## src/rtl/ple_pkg.sv

```systemverilog
// Shared constants, codes and types of the positional list engine.
package ple_pkg;

    localparam int DEPTH  = 64;
    localparam int IDX_W  = $clog2(DEPTH);
    localparam int CNT_W  = $clog2(DEPTH + 1);
    localparam int ACT_W  = 3;
    localparam int POS_W  = 7;
    localparam int DATA_W = 32;
    localparam int STAT_W = 2;
    localparam int CMP_W  = (CNT_W > POS_W) ? CNT_W : POS_W;

    localparam logic [ACT_W-1:0] ACT_APPEND   = 3'd0;
    localparam logic [ACT_W-1:0] ACT_INSERT   = 3'd1;
    localparam logic [ACT_W-1:0] ACT_READ     = 3'd2;
    localparam logic [ACT_W-1:0] ACT_REMOVE   = 3'd3;
    localparam logic [ACT_W-1:0] ACT_CONTAINS = 3'd4;
    localparam logic [ACT_W-1:0] ACT_CLEAR    = 3'd5;

    localparam logic [STAT_W-1:0] STAT_OK   = 2'd0;
    localparam logic [STAT_W-1:0] STAT_POS  = 2'd1;
    localparam logic [STAT_W-1:0] STAT_FULL = 2'd2;

    typedef enum logic [1:0] {
        FSM_IDLE,
        FSM_EXEC,
        FSM_REDUCE
    } fsm_state_t;

    typedef enum logic [2:0] {
        CELL_HOLD,
        CELL_NOP,
        CELL_APPEND,
        CELL_INSERT,
        CELL_REMOVE,
        CELL_READ,
        CELL_MATCH
    } cell_op_t;

    typedef struct packed {
        cell_op_t                 op;
        logic [CMP_W-1:0]         pos;
        logic [CMP_W-1:0]         cnt;
        logic signed [DATA_W-1:0] value;
    } cell_cmd_t;

endpackage

```

## src/rtl/ple_ctrl.sv

```systemverilog
// Sequencer: takes words, checks positions against the count, drives the row, emits results.
module ple_ctrl
    import ple_pkg::*;
(
    input  logic                     clk,
    input  logic                     rst_n,
    input  logic                     in_valid,
    output logic                     in_stall,
    input  logic [ACT_W-1:0]         action,
    input  logic [POS_W-1:0]         position,
    input  logic signed [DATA_W-1:0] value,
    output cell_cmd_t                cmd,
    input  logic signed [DATA_W-1:0] row_value,
    input  logic                     row_hit,
    output logic                     out_valid,
    input  logic                     out_stall,
    output logic [STAT_W-1:0]        status,
    output logic signed [DATA_W-1:0] read_value,
    output logic                     found,
    output logic [POS_W-1:0]         count,
    output logic                     empty_res
);

    localparam logic [CMP_W-1:0] DEPTH_W = CMP_W'(DEPTH);

    fsm_state_t               state_reg;
    fsm_state_t               state_next;
    logic [ACT_W-1:0]         act_reg;
    logic [POS_W-1:0]         pos_reg;
    logic signed [DATA_W-1:0] val_reg;
    logic [CNT_W-1:0]         cnt_reg;
    logic [CNT_W-1:0]         cnt_next;
    logic [STAT_W-1:0]        res_stat_reg;
    logic [STAT_W-1:0]        res_stat_next;
    logic                     out_valid_reg;
    logic                     out_valid_next;
    logic [STAT_W-1:0]        status_reg;
    logic signed [DATA_W-1:0] read_value_reg;
    logic                     found_reg;
    logic [POS_W-1:0]         count_reg;
    logic                     empty_reg;
    logic                     load_out;
    logic                     take_in;
    logic [CMP_W-1:0]         pos_ext;
    logic [CMP_W-1:0]         cnt_ext;
    logic                     full;

    assign pos_ext = CMP_W'(pos_reg);
    assign cnt_ext = CMP_W'(cnt_reg);
    assign full    = (cnt_ext == DEPTH_W);
    assign take_in = in_valid && (state_reg == FSM_IDLE);

    always_comb
    begin
        state_next     = state_reg;
        cnt_next       = cnt_reg;
        res_stat_next  = res_stat_reg;
        load_out       = 1'b0;
        out_valid_next = out_valid_reg && out_stall;
        cmd.op         = CELL_HOLD;
        cmd.pos        = pos_ext;
        cmd.cnt        = cnt_ext;
        cmd.value      = val_reg;
        unique case (state_reg)
            FSM_IDLE:
            begin
                if (in_valid)
                begin
                    state_next = FSM_EXEC;
                end
            end
            FSM_EXEC:
            begin
                res_stat_next = STAT_OK;
                cmd.op        = CELL_NOP;
                case (act_reg)
                    ACT_APPEND:
                    begin
                        if (full)
                        begin
                            res_stat_next = STAT_FULL;
                        end
                        else
                        begin
                            cmd.op   = CELL_APPEND;
                            cnt_next = cnt_reg + CNT_W'(1);
                        end
                    end
                    ACT_INSERT:
                    begin
                        // A bad position wins over a full list.
                        if (pos_ext > cnt_ext)
                        begin
                            res_stat_next = STAT_POS;
                        end
                        else if (full)
                        begin
                            res_stat_next = STAT_FULL;
                        end
                        else
                        begin
                            cmd.op   = CELL_INSERT;
                            cnt_next = cnt_reg + CNT_W'(1);
                        end
                    end
                    ACT_READ:
                    begin
                        if (pos_ext >= cnt_ext)
                        begin
                            res_stat_next = STAT_POS;
                        end
                        else
                        begin
                            cmd.op = CELL_READ;
                        end
                    end
                    ACT_REMOVE:
                    begin
                        if (pos_ext >= cnt_ext)
                        begin
                            res_stat_next = STAT_POS;
                        end
                        else
                        begin
                            cmd.op   = CELL_REMOVE;
                            cnt_next = cnt_reg - CNT_W'(1);
                        end
                    end
                    ACT_CONTAINS:
                    begin
                        cmd.op = CELL_MATCH;
                    end
                    ACT_CLEAR:
                    begin
                        cnt_next = '0;
                    end
                    default:
                    begin
                    end
                endcase
                state_next = FSM_REDUCE;
            end
            FSM_REDUCE:
            begin
                if (!out_valid_reg || !out_stall)
                begin
                    load_out       = 1'b1;
                    out_valid_next = 1'b1;
                    state_next     = FSM_IDLE;
                end
            end
            default:
            begin
                state_next = FSM_IDLE;
            end
        endcase
    end

    always_ff @(posedge clk or negedge rst_n)
    begin
        if (!rst_n)
        begin
            state_reg     <= FSM_IDLE;
            cnt_reg       <= '0;
            out_valid_reg <= 1'b0;
        end
        else
        begin
            state_reg     <= state_next;
            cnt_reg       <= cnt_next;
            out_valid_reg <= out_valid_next;
        end
    end

    always_ff @(posedge clk)
    begin
        res_stat_reg <= res_stat_next;
        if (take_in)
        begin
            act_reg <= action;
            pos_reg <= position;
            val_reg <= value;
        end
        if (load_out)
        begin
            status_reg     <= res_stat_reg;
            read_value_reg <= row_value;
            found_reg      <= row_hit && (act_reg == ACT_CONTAINS);
            count_reg      <= cnt_ext[POS_W-1:0];
            empty_reg      <= (cnt_reg == '0);
        end
    end

    assign in_stall   = (state_reg != FSM_IDLE);
    assign out_valid  = out_valid_reg;
    assign status     = status_reg;
    assign read_value = read_value_reg;
    assign found      = found_reg;
    assign count      = count_reg;
    assign empty_res  = empty_reg;

`ifndef SYNTHESIS
    a_cnt_bound: assert property (@(posedge clk) disable iff (!rst_n)
        cnt_ext <= DEPTH_W)
        else $error("entry count above list depth");

    a_out_from_reduce: assert property (@(posedge clk) disable iff (!rst_n)
        $rose(out_valid_reg) |-> $past(state_reg == FSM_REDUCE))
        else $error("result raised outside the reduce step");

    a_full_count: assert property (@(posedge clk) disable iff (!rst_n)
        (out_valid_reg && (status_reg == STAT_FULL)) |-> (count_reg == DEPTH_W[POS_W-1:0]))
        else $error("full status with a list that is not full");

    a_found_ok: assert property (@(posedge clk) disable iff (!rst_n)
        (out_valid_reg && found_reg) |-> (status_reg == STAT_OK && !empty_reg))
        else $error("match reported on a failed action or an empty list");
`endif

endmodule

```

## config.mk

```make
export PLATFORM = sky130hd
export DESIGN_NAME = ple_ctrl
export DESIGN_NICKNAME = d
export VERILOG_FILES = /design/src/rtl/ple_pkg.sv /design/src/rtl/ple_ctrl.sv
export SDC_FILE = /design/constraint.sdc
export NUM_CORES = 1
export LEC_CHECK = 0
export BUFFER_PORTS_ARGS = -buffer_cell sky130_fd_sc_hd__buf_2
export CAP_MARGIN = 10
export CORE_UTILIZATION = 30
export DETAILED_ROUTE_END_ITERATION = 8
export GPL_TIMING_DRIVEN = 0
export HOLD_SLACK_MARGIN = 0.06
export REMOVE_ABC_BUFFERS = 1
export SKIP_LAST_GASP = 1
export SLEW_MARGIN = 10
export SYNTH_ARGS = -nofsm -noshare
export SYNTH_HDL_FRONTEND = slang
export SYNTH_SLANG_ARGS = --single-unit
```

## constraint.sdc

```tcl
create_clock -name clk -period 3 [get_ports clk]
set_input_delay 0.6 -clock clk [delete_from_list [all_inputs] [get_ports clk]]
set_output_delay 0.6 -clock clk [all_outputs]
set_load 0.02 [all_outputs]
```

==> reports/summary.txt <==
Seq pwr share -> 44.8%
Post-DR vias/cell -> 4.32
Final setup viols -> 0
CTS clk-pin slew, worst paths -> 0.06 ns
Antenna Nets Post-Route -> 0
Hold buffer count at CTS -> 0
Vias in the first global route -> 2500
Top cell type's share of synthesized area -> 70.0%
Syn-to-layout area delta -> 38.6%
CTS tree -> built
Number of standard cells after synthesis -> 218
Clock latency on the worst-skew pair -> 0.33 ns
Die ar. -> 12900 um2
Minimum clock period -> 2.88 ns
RSZ-0062 raised after global routing -> true
Crit-path slowest cell -> dfrtp_2
Area contributors post-synth -> edfxtp_1, dfrtp_1, ha_1
Maxcap violations -> 0
Slew @ Worst Pin -> 0.570 ns
Critical path type -> reg -> out
Fmax -> 347 MHz
EDFF count, synth -> 87
Crit path launch type -> register
Initial antenna violation count -> 0
Worst setup EP type -> primary output
DR WL/cell -> 13.5 um
GRT overflow -> 0
Post-synth top area cell -> edfxtp_1
Clock share of power -> 23.8%
CTS Buffer Depth -> 2
Vias -> 2501
TritonCTS Sinks -> 97
Post-Route WL -> 7.81 mm
Site row count -> 40
Die Ht -> 114 um
Max Slew Vio Count -> 0
Share of layout cells above drive strength 1 -> 52.1%
PortBufs -> 172
Worst Reg-to-Reg Cells -> 7
HPWL after DPL -> 6.06 mm
Largest net degree at the start of global routing -> 34
Status -> completed
P_leak -> 2.23 nW
# diodes -> 0
Core area -> 12100 um2
Final hold vios -> 0
Asr flop ratio synth -> 10.3%
Total track usage -> 12.5%
Slew headroom -> 61.9%
CTS Buf Count -> 9
GPL Wtd Cong -> 0.753
DR DRC count -> 0
Worst EP required -> 2.40 ns
Reg2reg end -> cnt_ext[6]$_DFFE_PN0P_
Critical Path End -> cmd[48]
Setup TNS -> 0 ns
Reg2reg start -> act_reg[2]$_DFFE_PP_
Predominant post-synthesis flop cell -> edfxtp_1
Pwr dens -> 828 nW/um2
Final Cycle Share -> 96.0%
Initial core utilization -> 30.9%
# IOs -> 173
Root buffer cell -> clkbuf_16
Skew final -> 0.00564 ns
Drt pass-1 iters -> 4
NetSw -> 1.41 mW
First-pass GRT wire length -> 11.9 mm
Count leader, synth -> edfxtp_1
Switching share of power -> 32.9%
Netlist cell types -> 46
Final Total Pwr -> 4.28 mW
Mean post-synth cell area -> 17.1 um2
Synthesized flop and latch total -> 97
Die X -> 114 um
VDD IR max -> 320 uV
Comb pwr share -> 31.4%
Iteration-0 DRC Markers -> 150
CP max FO -> 5
Setup slack, reg-to-reg -> 0.33 ns
Seq/Total Area, Yosys -> 76.8%
Crit path cell chain -> ha_1 -> nand2b_1 -> a211o_1 -> a21oi_2 -> nand3b_1 -> a21oi_1 -> buf_2
Critical Path Max Stage Delay -> 0.44 ns
Nets@finish -> 499
Pint -> 2.87 mW
H-tree depth -> 3
Hold Crit Class -> in -> async
Critical path startpoint -> cnt_ext[0]$_DFFE_PN0P_
Synth warn -> 0
Synth Cell Area -> 3730 um2
Arrival time worst endpoint -> 2.28 ns
Commonest cells post-synth -> edfxtp_1, nor2_1, ha_1
## worst max-delay path: cells and delay by family (launching register included)
kind | cells | cell delay [ns]
compound gates | 3 | 0.74
fa+ha+maj | 1 | 0.33
buf+inv | 1 | 0.19
flops | 1 | 0.44
simple gates | 2 | 0.24
## power groups by stage
stage                     Clock [mW]  Combinational, mW  Sequential (mW)
after CTS                       1.07               1.31             1.94
final                           1.02               1.34             1.92
after global routing            1.11               1.47             1.95
after floorplan                    0              0.578             2.21
after global placement             0               1.22             1.98
after detailed placement           0               1.29             1.96
## routing by layer
layer | wire length, um | GRT usage, % | vias up
met2 | 3650 | 20.8 | 143
li1 | - | - | 1209
met5 | 0 | 0 | -
met1 | 3220 | 13.7 | 1137
met4 | 184 | 7.54 | 0
met3 | 760 | 4.30 | 12
## cells in the final DEF (no fill, tap or decap), types with 2 or more instances in the layout
cell type and instances:
or2_2 2, and2_1 2, o21ai_0 5, clkbuf_1 4, ha_1 12, mux2_4 2
dfrtp_1 7, buf_2 172, a211o_1 2, nor2_1 14, buf_12 2, nor3_1 3
nand3_1 3, a21oi_1 8, inv_1 11, mux2i_1 4, buf_4 6, a21oi_2 2
nand2_1 11, and3_1 4, dfrtp_2 3, nand3b_1 3, clkbuf_16 9, nand2b_1 2
a211oi_1 2, edfxtp_1 87
## worst min path at each step
stage	start	to	cells past startpoint
finish	rst_n	cnt_ext[3]$_DFFE_PN0P_	1
global route	rst_n	cnt_ext[0]$_DFFE_PN0P_	1
CTS	rst_n	cnt_ext[0]$_DFFE_PN0P_	1
detailed placement	res_stat_reg[0]$_DFFE_PP_	status[0]$_DFFE_PP_	0
global placement	res_stat_reg[0]$_DFFE_PP_	status[0]$_DFFE_PP_	0
floorplan	rst_n	cnt_ext[0]$_DFFE_PN0P_	0
## area by class of cell
type	count	area (um2)
fillers	1128	6890
flip-flops and latches	97	2870
repair buffers	180	946
multi-input cells	107	841
clock buffers	14	254
well taps	168	210
inverters	12	47.5
clock inverters	1	5.00
## through the flow
step           instance area, um2  setup WS (ns)  std cells  utilization [%]  hold WS, ns
6_report                     5170          0.120        579             42.9        0.129
5_1_grt                      5170        -0.0250        579             42.9        0.130
4_1_cts                      5130        -0.0242        574             42.5        0.119
3_5_place_dp                 4840          0.292        558             40.2        0.407
3_3_place_gp                 4780          -1.17        556             39.7        0.409
2_1_floorplan                3710         -0.126        216                -        0.304
## repair_timing
action	in CTS	in global routing
setup endpoints to repair	2	3
cloned	0	0
resized for setup	3	3
hold endpoints to repair	0	0
setup buffers	1	5
pin swaps	1	2
## cells by family (layout without fill, tap and decap cells)
logic type | Yosys count | count (layout) | synth area share [%]
flops | 97 | 97 | 76.8
simple gates | 53 | 53 | 7.55
compound gates | 32 | 32 | 6.78
buf+inv | 14 | 207 | 1.71
fa+ha+maj | 13 | 13 | 4.56
mux | 7 | 7 | 2.18
xor+xnor | 2 | 2 | 0.470
Power figures use the tool's default switching activity.
